`config.mk`:
```
export PLATFORM = sky130hd
export DESIGN_NAME = marker_field_extractor_top
export DESIGN_NICKNAME = d
export VERILOG_FILES = /design/src/hdl/mfe_pkg.sv /design/src/hdl/mfe_cell.sv /design/src/hdl/mfe_ctrl.sv /design/src/hdl/mfe_out_buf.sv /design/src/hdl/marker_field_extractor_top.sv
export VERILOG_INCLUDE_DIRS = /design/src /design/src/hdl
export SDC_FILE = /design/constraint.sdc
export NUM_CORES = 1
export LEC_CHECK = 0
export BUFFER_PORTS_ARGS = -buffer_cell sky130_fd_sc_hd__clkbuf_2
export CELL_PAD_IN_SITES_DETAIL_PLACEMENT = 0
export CELL_PAD_IN_SITES_GLOBAL_PLACEMENT = 1
export CORE_MARGIN = 2
export CORE_UTILIZATION = 27
export DETAILED_ROUTE_END_ITERATION = 6
export PLACE_DENSITY_LB_ADDON = 0.1
export SYNTH_ARGS = -nofsm -noshare
export SYNTH_HDL_FRONTEND = slang
export SYNTH_SLANG_ARGS = --single-unit
```
`constraint.sdc`:
```
create_clock -name clk -period 10.75 [get_ports clk]
set_clock_uncertainty 0.1 [all_clocks]
set_input_delay 2.15 -clock clk [delete_from_list [all_inputs] [get_ports clk]]
set_output_delay 2.15 -clock clk [all_outputs]
set_load 0.01 [all_outputs]
```
`src/hdl/marker_field_extractor_top_assert.svh`:
```
// assertion macros shared by the marker field extractor modules
`ifndef MARKER_FIELD_EXTRACTOR_TOP_ASSERT_SVH
`define MARKER_FIELD_EXTRACTOR_TOP_ASSERT_SVH

`ifndef NO_ASSERTIONS
`define MFE_ASSERT_IMPLY(label, ck, rn, ante, cons) \
    label: assert property (@(posedge ck) disable iff (!rn) (ante) |-> (cons)) \
        else $error("assertion failed");
`define MFE_ASSERT_NEXT(label, ck, rn, ante, cons) \
    label: assert property (@(posedge ck) disable iff (!rn) (ante) |=> (cons)) \
        else $error("assertion failed");
`else
`define MFE_ASSERT_IMPLY(label, ck, rn, ante, cons)
`define MFE_ASSERT_NEXT(label, ck, rn, ante, cons)
`endif

`endif

```
`src/hdl/mfe_pkg.sv`:
```
// shared types and constants of the marker field extractor
`default_nettype none

package mfe_pkg;

    localparam int BYTE_W      = 8;
    localparam int MARKER_W    = 64;
    localparam int MLEN_W      = 4;
    localparam int FIELD_LEN_W = 16;
    localparam int CFG_IDX_W   = 2;

    typedef logic [CFG_IDX_W-1:0] cfg_index_t;

    localparam cfg_index_t CFG_MARKER_BYTES  = 2'd0;
    localparam cfg_index_t CFG_MARKER_LENGTH = 2'd1;
    localparam cfg_index_t CFG_FIELD_LENGTH  = 2'd2;

    typedef enum logic [1:0] {
        ST_FIELD     = 2'd0,
        ST_EMPTY     = 2'd1,
        ST_NOT_FOUND = 2'd2,
        ST_TRUNC     = 2'd3
    } status_t;

    typedef struct packed {
        logic [BYTE_W-1:0] out_byte;
        status_t           status;
        logic              last_result;
    } mfe_result_t;

endpackage

`default_nettype wire

```
`src/hdl/mfe_cell.sv`:
```
// one byte cell of the marker compare chain
`default_nettype none

module mfe_cell
    import mfe_pkg::*;
#(
    parameter int IDX = 0
)
(
    input  wire logic                clk,
    input  wire logic                shift_en,
    input  wire logic [MARKER_W-1:0] marker_bytes,
    input  wire logic [MLEN_W-1:0]   marker_length,
    input  wire logic [BYTE_W-1:0]   in_byte,
    input  wire logic                match_in,
    output logic      [BYTE_W-1:0]   out_byte,
    output logic                     match_out
);

    localparam int SEL_W = $clog2(MARKER_W / BYTE_W);

    logic [BYTE_W-1:0] byte_reg;
    logic [BYTE_W-1:0] byte_next;
    logic [SEL_W-1:0]  sel;
    logic [BYTE_W-1:0] want;
    logic              active;
    logic              eq;

    // cell IDX sees the byte of age IDX and checks marker byte length-1-IDX
    always_comb
    begin
        active    = marker_length > MLEN_W'(IDX);
        sel       = SEL_W'(marker_length - MLEN_W'(IDX) - MLEN_W'(1));
        want      = marker_bytes[{sel, 3'b000} +: BYTE_W];
        eq        = !active || (in_byte == want);
        match_out = match_in && eq;
        byte_next = shift_en ? in_byte : byte_reg;
    end

    always_ff @(posedge clk)
    begin
        byte_reg <= byte_next;
    end

    assign out_byte = byte_reg;

endmodule

`default_nettype wire

```
`src/hdl/mfe_ctrl.sv`:
```
// search and extraction control with block position and field countdown
`default_nettype none
`include "marker_field_extractor_top_assert.svh"

module mfe_ctrl
    import mfe_pkg::*;
#(
    parameter int SEARCH_WINDOW = 512,
    parameter int MARKER_MAX    = 8
)
(
    input  wire logic                   clk,
    input  wire logic                   rst_n,
    input  wire logic                   accept,
    input  wire logic [BYTE_W-1:0]      data_byte,
    input  wire logic                   block_end,
    input  wire logic                   chain_match,
    input  wire logic [MLEN_W-1:0]      marker_length,
    input  wire logic [FIELD_LEN_W-1:0] field_length,
    output logic                        push,
    output mfe_result_t                 res
);

    localparam int CW = $clog2(SEARCH_WINDOW + 1);

    typedef enum logic [1:0] {
        PH_SEARCH  = 2'd0,
        PH_EXTRACT = 2'd1,
        PH_DONE    = 2'd2
    } phase_t;

    phase_t                 phase_reg;
    phase_t                 phase_next;
    logic [CW-1:0]          seen_reg;
    logic [CW-1:0]          seen_next;
    logic [FIELD_LEN_W-1:0] left_reg;
    logic [FIELD_LEN_W-1:0] left_next;
    logic [FIELD_LEN_W-1:0] left_dec;
    logic                   len_ok;
    logic                   pos_ok;
    logic                   window_ok;
    logic                   hit;
    logic                   res_valid;

    always_comb
    begin
        len_ok    = (marker_length != '0) && (marker_length <= MLEN_W'(MARKER_MAX));
        pos_ok    = ((CW+1)'(seen_reg) + (CW+1)'(1)) >= (CW+1)'(marker_length);
        window_ok = seen_reg < CW'(SEARCH_WINDOW);
        hit       = chain_match && len_ok && pos_ok && window_ok;
        left_dec  = left_reg - FIELD_LEN_W'(1);

        phase_next      = phase_reg;
        seen_next       = seen_reg;
        left_next       = left_reg;
        res_valid       = 1'b0;
        res.out_byte    = '0;
        res.status      = ST_FIELD;
        res.last_result = 1'b0;

        unique case (phase_reg)
            PH_SEARCH:
            begin
                if (hit)
                begin
                    if (field_length == '0)
                    begin
                        res_valid       = 1'b1;
                        res.status      = ST_EMPTY;
                        res.last_result = 1'b1;
                        phase_next      = PH_DONE;
                    end
                    else if (block_end)
                    begin
                        res_valid       = 1'b1;
                        res.out_byte    = data_byte;
                        res.status      = ST_TRUNC;
                        res.last_result = 1'b1;
                    end
                    else
                    begin
                        left_next  = field_length;
                        phase_next = PH_EXTRACT;
                    end
                end
                else if (block_end)
                begin
                    res_valid       = 1'b1;
                    res.status      = ST_NOT_FOUND;
                    res.last_result = 1'b1;
                end
            end
            PH_EXTRACT:
            begin
                left_next    = left_dec;
                res_valid    = 1'b1;
                res.out_byte = data_byte;
                if (left_dec == '0)
                begin
                    res.last_result = 1'b1;
                    phase_next      = PH_DONE;
                end
                else if (block_end)
                begin
                    res.status      = ST_TRUNC;
                    res.last_result = 1'b1;
                end
            end
            PH_DONE:
            begin
            end
            default:
            begin
                phase_next = PH_SEARCH;
            end
        endcase

        if (seen_reg < CW'(SEARCH_WINDOW))
        begin
            seen_next = seen_reg + CW'(1);
        end

        // block end returns to searching
        if (block_end)
        begin
            phase_next = PH_SEARCH;
            seen_next  = '0;
            left_next  = '0;
        end

        push = accept && res_valid;
    end

    always_ff @(posedge clk or negedge rst_n)
    begin
        if (!rst_n)
        begin
            phase_reg <= PH_SEARCH;
            seen_reg  <= '0;
            left_reg  <= '0;
        end
        else if (accept)
        begin
            phase_reg <= phase_next;
            seen_reg  <= seen_next;
            left_reg  <= left_next;
        end
    end

    `MFE_ASSERT_IMPLY(a_extract_owes, clk, rst_n, phase_reg == PH_EXTRACT, left_reg != '0)
    `MFE_ASSERT_NEXT(a_end_clears, clk, rst_n, accept && block_end, phase_reg == PH_SEARCH && seen_reg == '0 && left_reg == '0)
    `MFE_ASSERT_IMPLY(a_mid_field, clk, rst_n, push && !res.last_result, phase_reg == PH_EXTRACT && res.status == ST_FIELD)

endmodule

`default_nettype wire

```
`src/hdl/mfe_out_buf.sv`:
```
// output register with skid entry for the result channel
`default_nettype none
`include "marker_field_extractor_top_assert.svh"

module mfe_out_buf
    import mfe_pkg::*;
(
    input  wire logic        clk,
    input  wire logic        rst_n,
    input  wire logic        push,
    input  wire mfe_result_t res,
    input  wire logic        out_stall,
    output logic             out_valid,
    output mfe_result_t      out_res,
    output logic             full
);

    logic        out_valid_reg;
    logic        out_valid_next;
    logic        skid_valid_reg;
    logic        skid_valid_next;
    mfe_result_t out_reg;
    mfe_result_t out_next;
    mfe_result_t skid_reg;
    mfe_result_t skid_next;
    logic        out_take;

    always_comb
    begin
        out_take        = out_valid_reg && !out_stall;
        out_valid_next  = out_valid_reg;
        skid_valid_next = skid_valid_reg;
        out_next        = out_reg;
        skid_next       = skid_reg;
        priority if (skid_valid_reg)
        begin
            if (out_take)
            begin
                out_next        = skid_reg;
                skid_valid_next = 1'b0;
            end
        end
        else if (push)
        begin
            if (!out_valid_reg || out_take)
            begin
                out_next       = res;
                out_valid_next = 1'b1;
            end
            else
            begin
                skid_next       = res;
                skid_valid_next = 1'b1;
            end
        end
        else if (out_take)
        begin
            out_valid_next = 1'b0;
        end
    end

    always_ff @(posedge clk or negedge rst_n)
    begin
        if (!rst_n)
        begin
            out_valid_reg  <= 1'b0;
            skid_valid_reg <= 1'b0;
        end
        else
        begin
            out_valid_reg  <= out_valid_next;
            skid_valid_reg <= skid_valid_next;
        end
    end

    always_ff @(posedge clk)
    begin
        out_reg  <= out_next;
        skid_reg <= skid_next;
    end

    assign out_valid = out_valid_reg;
    assign out_res   = out_reg;
    assign full      = skid_valid_reg;

    `MFE_ASSERT_IMPLY(a_skid_behind_out, clk, rst_n, skid_valid_reg, out_valid_reg)
    `MFE_ASSERT_NEXT(a_no_drop, clk, rst_n, push && out_valid_reg && out_stall, skid_valid_reg)

endmodule

`default_nettype wire

```
`src/hdl/marker_field_extractor_top.sv`:
```
// top level of the marker field extractor
`default_nettype none

// Takes one byte per cycle while in_stall is low and gives at most one result per byte, which
// is registered in the output register or the skid entry. A row of MARKER_MAX compare cells
// holds the latest bytes and checks them against the marker in parallel, so the byte rate is
// one per cycle with no gaps; in_stall rises only while a result waits in the skid entry
// behind a stalled output register. Configuration writes are always taken (cfg_ready is tied
// high) and apply from the next byte on; write them only while no block is in progress.
module marker_field_extractor_top
    import mfe_pkg::*;
#(
    parameter int SEARCH_WINDOW = 512,
    parameter int MARKER_MAX    = 8
)
(
    input  wire logic                clk,
    input  wire logic                rst_n,
    input  wire logic                in_valid,
    output logic                     in_stall,
    input  wire logic [BYTE_W-1:0]   data_byte,
    input  wire logic                block_end,
    output logic                     out_valid,
    input  wire logic                out_stall,
    output logic      [BYTE_W-1:0]   out_byte,
    output logic      [1:0]          status,
    output logic                     last_result,
    input  wire logic                cfg_valid,
    output logic                     cfg_ready,
    input  wire logic [CFG_IDX_W-1:0] cfg_index,
    input  wire logic [MARKER_W-1:0] cfg_data
);

    logic [MARKER_W-1:0]    marker_bytes_reg;
    logic [MLEN_W-1:0]      marker_length_reg;
    logic [FIELD_LEN_W-1:0] field_length_reg;
    logic                   accept;
    logic                   push;
    logic                   buf_full;
    mfe_result_t            res;
    mfe_result_t            out_res;

    logic [BYTE_W-1:0]      chain_byte [MARKER_MAX+1];
    logic                   chain_match [MARKER_MAX+1];

    assign cfg_ready = 1'b1;
    assign accept    = in_valid && !in_stall;
    assign in_stall  = buf_full;

    always_ff @(posedge clk or negedge rst_n)
    begin
        if (!rst_n)
        begin
            marker_bytes_reg  <= '0;
            marker_length_reg <= '0;
            field_length_reg  <= '0;
        end
        else if (cfg_valid && cfg_ready)
        begin
            unique case (cfg_index)
                CFG_MARKER_BYTES:  marker_bytes_reg  <= cfg_data;
                CFG_MARKER_LENGTH: marker_length_reg <= cfg_data[MLEN_W-1:0];
                CFG_FIELD_LENGTH:  field_length_reg  <= cfg_data[FIELD_LEN_W-1:0];
                default:
                begin
                end
            endcase
        end
    end

    assign chain_byte[0]  = data_byte;
    assign chain_match[0] = 1'b1;

    for (genvar k = 0; k < MARKER_MAX; k++)
    begin : g_cell
        mfe_cell #(
            .IDX (k)
        ) u_cell (
            .clk           (clk),
            .shift_en      (accept),
            .marker_bytes  (marker_bytes_reg),
            .marker_length (marker_length_reg),
            .in_byte       (chain_byte[k]),
            .match_in      (chain_match[k]),
            .out_byte      (chain_byte[k+1]),
            .match_out     (chain_match[k+1])
        );
    end

    mfe_ctrl #(
        .SEARCH_WINDOW (SEARCH_WINDOW),
        .MARKER_MAX    (MARKER_MAX)
    ) u_ctrl (
        .clk           (clk),
        .rst_n         (rst_n),
        .accept        (accept),
        .data_byte     (data_byte),
        .block_end     (block_end),
        .chain_match   (chain_match[MARKER_MAX]),
        .marker_length (marker_length_reg),
        .field_length  (field_length_reg),
        .push          (push),
        .res           (res)
    );

    mfe_out_buf u_out_buf (
        .clk       (clk),
        .rst_n     (rst_n),
        .push      (push),
        .res       (res),
        .out_stall (out_stall),
        .out_valid (out_valid),
        .out_res   (out_res),
        .full      (buf_full)
    );

    assign out_byte    = out_res.out_byte;
    assign status      = out_res.status;
    assign last_result = out_res.last_result;

endmodule

`default_nettype wire
```
==> metrics.md, run 1 <==
| Metric | Value |
|---|---|
| RePlAce Congestion | 0.7675 |
| Synth Net Count | 1037 |
| GRT Resource Usage Total | 16.56% |
| Die height | 215.6 um |
| Cells on worst reg2reg path | 12 |
| Port Buffers | 92 |
| Gr ovfl total | 0 |
| Routed wire per std cell | 22.90 um |
| Flop and latch count out of synthesis | 192 |
| Area of the multi-input gates | 6521 um^2 |
| Cts hold-fix bufs | 0 |
| Sequential cell area | 5200 um^2 |
| Total wire length | 36910 um |
| Starting DRC count in detailed routing | 485 |
| Longest Clk Path Bufs | 2 |
| First-pass GRT wire length | 56060 um |
| Setup ws final | 5.434 ns |
| Max Fanout on Critical Path | 52 |
| Synthesis-to-finish area growth | 13.40% |
| Number of nets with antenna violations after routing | 0 |
| CTS Sinks | 192 |
| Fin crit share | 49.45% |
| Largest net degree at the start of global routing | 68 |
| Count of final setup violators | 0 |
| Std-Cell Rows | 77 |
| Setup TNS | 0 ns |
| RSZ-0062 raised after global routing | false |
| Max FFs per register | 64 |
| Vias in the first global route | 8285 |
| HPWL after DPL | 27770 um |
| Commonest cells in the netlist | dfrtp_1, mux2_2, edfxtp_1 |
| Clk_lat worst skew | 0.49 ns |
| CP Capture Type | register |
| Synthesized area | 12090 um^2 |
| Worst slack at placement | 5.383 ns |
| Final Max Tran Viols | 0 |
| Worst Tran Pin Value | 1.034 ns |
| Residual DRC | 0 |
| Tmin final | 5.316 ns |
| Hold Fails Final Rpt | 0 |
| Syn avg cell area | 12.80 um^2 |
| Most frequent cell after synthesis | dfrtp_1 |
| Fillers | 4482 |
| Root buffer cell | clkbuf_16 |
| Post-synth cell types | 78 |
| Worst flop-to-flop path startpoint | marker_length_reg[0]$_DFFE_PN0P_ |
| Clock slew at reported path FFs | 0.08 ns |
| Power Density | 244.3 nW/um^2 |
| Hold Startpoint | g_cell[2].u_cell.out_byte[2]$_DFFE_PP_ |
| Post-synthesis cell count | 944 |
| Die area | 46480 um^2 |
| Finished Layout Cells | 1612 |
| Critical path class | register to register |
| Number of setup buffers added after CTS | 0 |
| Post-cts sizing count | 0 |
| Initial antenna violation count | 0 |
| H-tree depth | 4 |
| Startpoint Class | register |
| Layout cells sized above 1 | 32.35% |
| N_diodes | 0 |
| Worst path bufs/invs | 2 |
| Share of the synthesized area in the top cell type | 23.60% |
| Reg2reg end | u_ctrl.left_reg[9]$_DFFE_PN0P_ |
| Synth async-reset ratio | 59.38% |
| Seq/Total Area, Yosys | 42.98% |
| Fmax | 0.1881 GHz |
| Max cap viols | 0 |
| CTS tree | built |
| CP delay by family, top | compound AO/OA/AOI/OAI gates |
| Slew margin rel. | 31.06% |
| Crit-path slowest cell | a21oi_2 |
| Crit path arrival time | 5.58 ns |
| Vias post-DR | 8134 |
| TritonRoute pass-1 iters | 5 |
| CTS Buf Count | 17 |
| Hold WC Path Type | register to register |
| Top post-synthesis cells by area | dfrtp_1, edfxtp_1, mux4_2, mux2_2, xnor2_1 |
| YS warnings | 0 |
| Chip Width | 215.6 um |
| Leakage | 5.148 nW |
| Reg-to-reg slack, setup | 5.43 ns |
| Vias per cell | 5.046 |
| Hold path depth | 0 |
| Yosys top cell by area | dfrtp_1 |
| Leading register cell type out of synthesis | dfrtp_1 |
| Hold endpoint | g_cell[3].u_cell.out_byte[2]$_DFFE_PP_ |
| Max incr delay on CP | 0.63 ns |
| Top Ports | 94 |
| NumNets Final | 1100 |
| Max VDD drop | 0.0001207 V |
| Initial core utilization | 27.33% |
| Worst path required time | 11.01 ns |
| Status | finished clean |
| Inst Count DP | 1580 |
| Final Power | 3.349 mW |
| EDFF count, synth | 78 |
| Core area | 44220 um^2 |
| Crit path depth | 12 |
| Worst-path cell chain | inv_2, ha_2, buf_4, mux4_2, mux2i_1, xnor2_1, nor4_1, nand2_1, o32ai_1, o2111ai_2, a21oi_2, mux2_1 |
## layout make-up
class	count	share of cell area, %
inverter	16	0.4381
clock buffer	17	3.103
multi-input combinational	678	47.57
tap	592	5.403
timing repair buffer	102	3.925
sequential	192	37.93
clock inverter	15	1.625
## report_power, final
group / switching (mW) / leakage [nW] / internal (mW)
Sequential: 0.234 / 2.13 / 0.958
Clock: 0.329 / 0.308 / 0.397
Combinational: 0.765 / 2.71 / 0.666
Total: 1.33 / 5.15 / 2.02
## cell usage in the layout (no fill, tap or decap), drive strengths merged, types with 3 or more instances in the layout
master    netlist  layout
a211oi          3       3
a21oi          28      28
a22o            5       5
a311oi          4       4
a31o            3       3
and2            7       7
and3            8       8
buf            28      11
bufinv          0       4
clkbuf         30     108
clkinvlp        0       3
dfrtp         114     114
edfxtp         78      78
ha             13      13
inv            15      22
mux2           93      93
mux2i          61      61
mux4           77      77
nand2          52      52
nand2b          8       8
nand3          13      13
nand3b          3       3
nand4          20      20
nor2           35      35
nor2b           4       4
nor3           16      16
nor3b          10      10
nor4           16      16
nor4b           3       3
o211a           4       4
o21a            3       3
o21ai          40      40
o2bb2ai         3       3
or3             5       5
xnor2          77      77
xor2           28      28
## stage by stage
step	utilization [%]	hold WS (ns)	area [um^2]
2_1_floorplan	-	0.3476	12090
3_3_place_gp	29.53	0.3544	13060
3_5_place_dp	29.53	0.3565	13060
4_1_cts	31.00	0.3731	13710
5_1_grt	31.00	0.3885	13710
6_report	31.00	0.3748	13710
## layer usage
layer  part of all wire [%]  track usage [%]
met1                     50            24.52
met2                     43            23.70
met3                    4.4            3.524
met4                    1.9            5.724
met5                      0                0
## worst max-delay path by stage
stage | from | slack [ns] | end
3_3_place_gp | marker_length_reg[0]$_DFFE_PN0P_ | 5.52 | u_ctrl.left_reg[11]$_DFFE_PN0P_
4_1_cts | marker_length_reg[0]$_DFFE_PN0P_ | 5.37 | u_ctrl.left_reg[9]$_DFFE_PN0P_
5_1_grt | marker_length_reg[0]$_DFFE_PN0P_ | 5.14 | u_ctrl.left_reg[8]$_DFFE_PN0P_
2_1_floorplan | in_valid | 5.79 | u_ctrl.left_reg[2]$_DFFE_PN0P_
3_5_place_dp | marker_length_reg[0]$_DFFE_PN0P_ | 5.38 | u_ctrl.left_reg[11]$_DFFE_PN0P_
6_report | marker_length_reg[0]$_DFFE_PN0P_ | 5.43 | u_ctrl.left_reg[9]$_DFFE_PN0P_
## cell families (layout without fill, tap and decap cells)
kind of cell	Yosys count	count (layout)	synth area share, %
muxes	231	231	28.06
and+or+nand+nor	207	207	9.481
DFF	192	192	42.98
AOI/OAI and AO/OA	120	120	7.173
xor gates and xnor gates	106	106	7.794
buffers and inverters	74	150	3.136
adders and majority gates	13	13	1.346
other	1	1	0.03102
Note: power is estimated with default switching activity, not from simulation.
==> run 2, diff against run 1 <==
--- a/config.mk
+++ b/config.mk
@@ -6,6 +6,7 @@
 export SDC_FILE = /design/constraint.sdc
 export NUM_CORES = 1
 export LEC_CHECK = 0
+export ABC_AREA = 1
 export BUFFER_PORTS_ARGS = -buffer_cell sky130_fd_sc_hd__clkbuf_2
 export CELL_PAD_IN_SITES_DETAIL_PLACEMENT = 0
 export CELL_PAD_IN_SITES_GLOBAL_PLACEMENT = 1
==> constraint.sdc (replaced) <==
create_clock -name clk -period 4.4 [get_ports clk]
set_clock_uncertainty 0.1 [all_clocks]
set_input_delay 0.88 -clock clk [delete_from_list [all_inputs] [get_ports clk]]
set_output_delay 0.88 -clock clk [all_outputs]
set_load 0.01 [all_outputs]
==> metrics.md, run 2 <==
| Metric | Value |
|---|---|
| RePlAce Congestion | 0.8963 |
| Sequential cell area | 5196 um^2 |
| Initial core utilization | 27.43% |
| Number of setup buffers added after CTS | 0 |
| Setup TNS | 0 ns |
| Port Buffers | 92 |
| Vias in the first global route | 11160 |
| Chip Width | 216.2 um |
| Post-synthesis cell count | 1666 |
| Initial antenna violation count | 0 |
| Synth async-reset ratio | 59.38% |
| Reg-to-reg slack, setup | 0.48 ns |
| Residual DRC | 0 |
| Starting DRC count in detailed routing | 900 |
| Syn avg cell area | 7.297 um^2 |
| Max VDD drop | 0.0002046 V |
| Synth Net Count | 1759 |
| Flop and latch count out of synthesis | 192 |
| Startpoint Class | register |
| Routed wire per std cell | 19.68 um |
| Crit path arrival time | 4.01 ns |
| Largest net degree at the start of global routing | 96 |
| Die height | 216.2 um |
| H-tree depth | 4 |
| NumNets Final | 1830 |
| GRT Resource Usage Total | 20.40% |
| CTS Sinks | 192 |
| Clk_lat worst skew | 0.50 ns |
| YS warnings | 0 |
| First-pass GRT wire length | 69990 um |
| Max incr delay on CP | 0.43 ns |
| Yosys top cell by area | dfrtp_1 |
| Count of final setup violators | 0 |
| Top Ports | 94 |
| Fillers | 4869 |
| Std-Cell Rows | 77 |
| Hold Fails Final Rpt | 0 |
| CTS Buf Count | 17 |
| Setup ws final | 0.4828 ns |
| Vias per cell | 4.774 |
| Top post-synthesis cells by area | dfrtp_1, edfxtp_1, nand2_1, nand3_1, inv_1 |
| Most frequent cell after synthesis | nand2_1 |
| Worst-path cell chain | inv_2, buf_4, buf_4, nand2_1, and2_1, nand2_1, nand3_1, nand3_1, nand3_1, nor2_1, a21oi_1, nor2_2, nand4_1, nand2_1, nand2_1, a21oi_1, buf_4 |
| Total wire length | 46090 um |
| Core area | 44320 um^2 |
| Worst flop-to-flop path startpoint | marker_length_reg[0]$_DFFE_PN0P_ |
| Status | finished clean |
| Fin crit share | 89.03% |
| Leading register cell type out of synthesis | dfrtp_1 |
| Reg2reg end | u_out_buf.out_res[6]$_DFFE_PP_ |
| Critical path class | register to register |
| Commonest cells in the netlist | nand2_1, nand3_1, inv_1 |
| Post-cts sizing count | 0 |
| Seq/Total Area, Yosys | 42.73% |
| Die area | 46740 um^2 |
| CP Capture Type | register |
| Hold WC Path Type | input port to async pin |
| Max Fanout on Critical Path | 46 |
| Max FFs per register | 64 |
| CTS tree | built |
| N_diodes | 0 |
| TritonRoute pass-1 iters | 5 |
| Root buffer cell | clkbuf_16 |
| Layout cells sized above 1 | 12.11% |
| Leakage | 6.815 nW |
| Tmin final | 3.917 ns |
| Most used cell, CP | nand2_1 |
| Worst path required time | 4.50 ns |
| Gr ovfl total | 0 |
| Most common cell after layout, fill and taps aside | nand2_1 |
| Commonest cells after routing, fill and taps aside | nand2_1, nand3_1, inv_1 |
| Power Density | 573.6 nW/um^2 |
| Crit-path slowest cell | dfrtp_2 |
| Max cap viols | 0 |
| Synthesis-to-finish area growth | 14.11% |
| Post-synth cell types | 41 |
| Synthesized area | 12160 um^2 |
| Share of the synthesized area in the top cell type | 23.47% |
| HPWL after DPL | 35910 um |
| Final Max Tran Viols | 0 |
| RSZ-0062 raised after global routing | false |
| Worst slack at placement | 0.4941 ns |
| Clock slew at reported path FFs | 0.08 ns |
| Longest Clk Path Bufs | 2 |
| EDFF count, synth | 78 |
| Cts hold-fix bufs | 0 |
| Fmax | 0.2553 GHz |
| Number of nets with antenna violations after routing | 0 |
| Area of the multi-input gates | 6033 um^2 |
| Vias post-DR | 11180 |
| Slew margin rel. | 28.83% |
| Cells on worst reg2reg path | 17 |
| Worst Tran Pin Value | 1.065 ns |
-- run 2: changes by cell type after synthesis, moves of 11 or more --
cell,delta
nand2_1,+565
nand3_1,+280
inv_1,+121
mux4_2,-77
xnor2_1,-73
mux2i_1,-61
mux2_2,-55
nor2_1,+42
o21ai_0,+33
nand3b_1,+22
buf_2,+16
nand4_1,+11
-- run 2: area by class of cell --
type                            count  share of cell area (%)
Multi-Input combinational cell   1259                   43.49
Clock buffer                       22                   3.734
Sequential cell                   192                   37.46
Tap cell                          592                   5.340
Clock inverter                     10                  0.7667
Timing Repair Buffer              124                   5.340
Inverter                          143                   3.869
-- run 2: worst max-delay path, delay by kind of cell (launching register included) --
family | cells | cell delay, ns
AO/OA/AOI/OAI | 2 | 0.34
flip-flops | 1 | 0.43
AND/OR/NAND/NOR | 11 | 1.60
buffers and inverters | 4 | 1.11
-- run 2: cell families after synthesis --
family / synth area share, %
simple gates: 38.30
buf+inv: 7.760
mux: 2.964
flops: 42.73
compound gates: 5.290
other cells: 0.03085
xor+xnor: 1.585
fa+ha+maj: 1.338
-- run 2: how the worst max path moves through the flow --
stage,startpoint,endpoint,slack (ns),cells after the start
2_1_floorplan,marker_length_reg[1]$_DFFE_PN0P_,u_out_buf.out_res[0]$_DFFE_PP_,0.61,23
3_3_place_gp,marker_length_reg[0]$_DFFE_PN0P_,u_out_buf.out_res[6]$_DFFE_PP_,0.56,17
3_5_place_dp,marker_length_reg[0]$_DFFE_PN0P_,u_out_buf.out_res[6]$_DFFE_PP_,0.49,17
4_1_cts,marker_length_reg[0]$_DFFE_PN0P_,u_out_buf.out_res[6]$_DFFE_PP_,0.49,17
5_1_grt,marker_length_reg[0]$_DFFE_PN0P_,u_out_buf.out_res[3]$_DFFE_PP_,0.13,17
6_report,marker_length_reg[0]$_DFFE_PN0P_,u_out_buf.out_res[6]$_DFFE_PP_,0.48,17
-- run 2: through the flow --
stage	instance area (um^2)	power, mW	utilization [%]	hold slack, ns	cells
6_report	13870	7.957	31.30	0.1377	2342
5_1_grt	13870	8.617	31.30	0.1171	2342
4_1_cts	13870	8.081	31.30	0.09468	2342
3_5_place_dp	13250	6.323	29.89	0.3621	2310
3_3_place_gp	13250	6.334	29.89	0.3537	2310
2_1_floorplan	12160	5.089	-	0.3408	1666
-- run 2: metal layers --
metal	GRT usage [%]	wire length [um]	vias up
met5	0	0	-
li1	-	-	5638
met1	26.20	20980	5279
met4	7.854	1315	0
met3	3.060	1643	51
met2	34.52	22150	212
-- run 2: report_power, final --
group          internal, mW  switching (mW)  total (mW)
sequential             2.32           0.418        2.74
clock                 0.911           0.790        1.70
combinational          1.14            2.37        3.51
total                  4.38            3.58        7.96
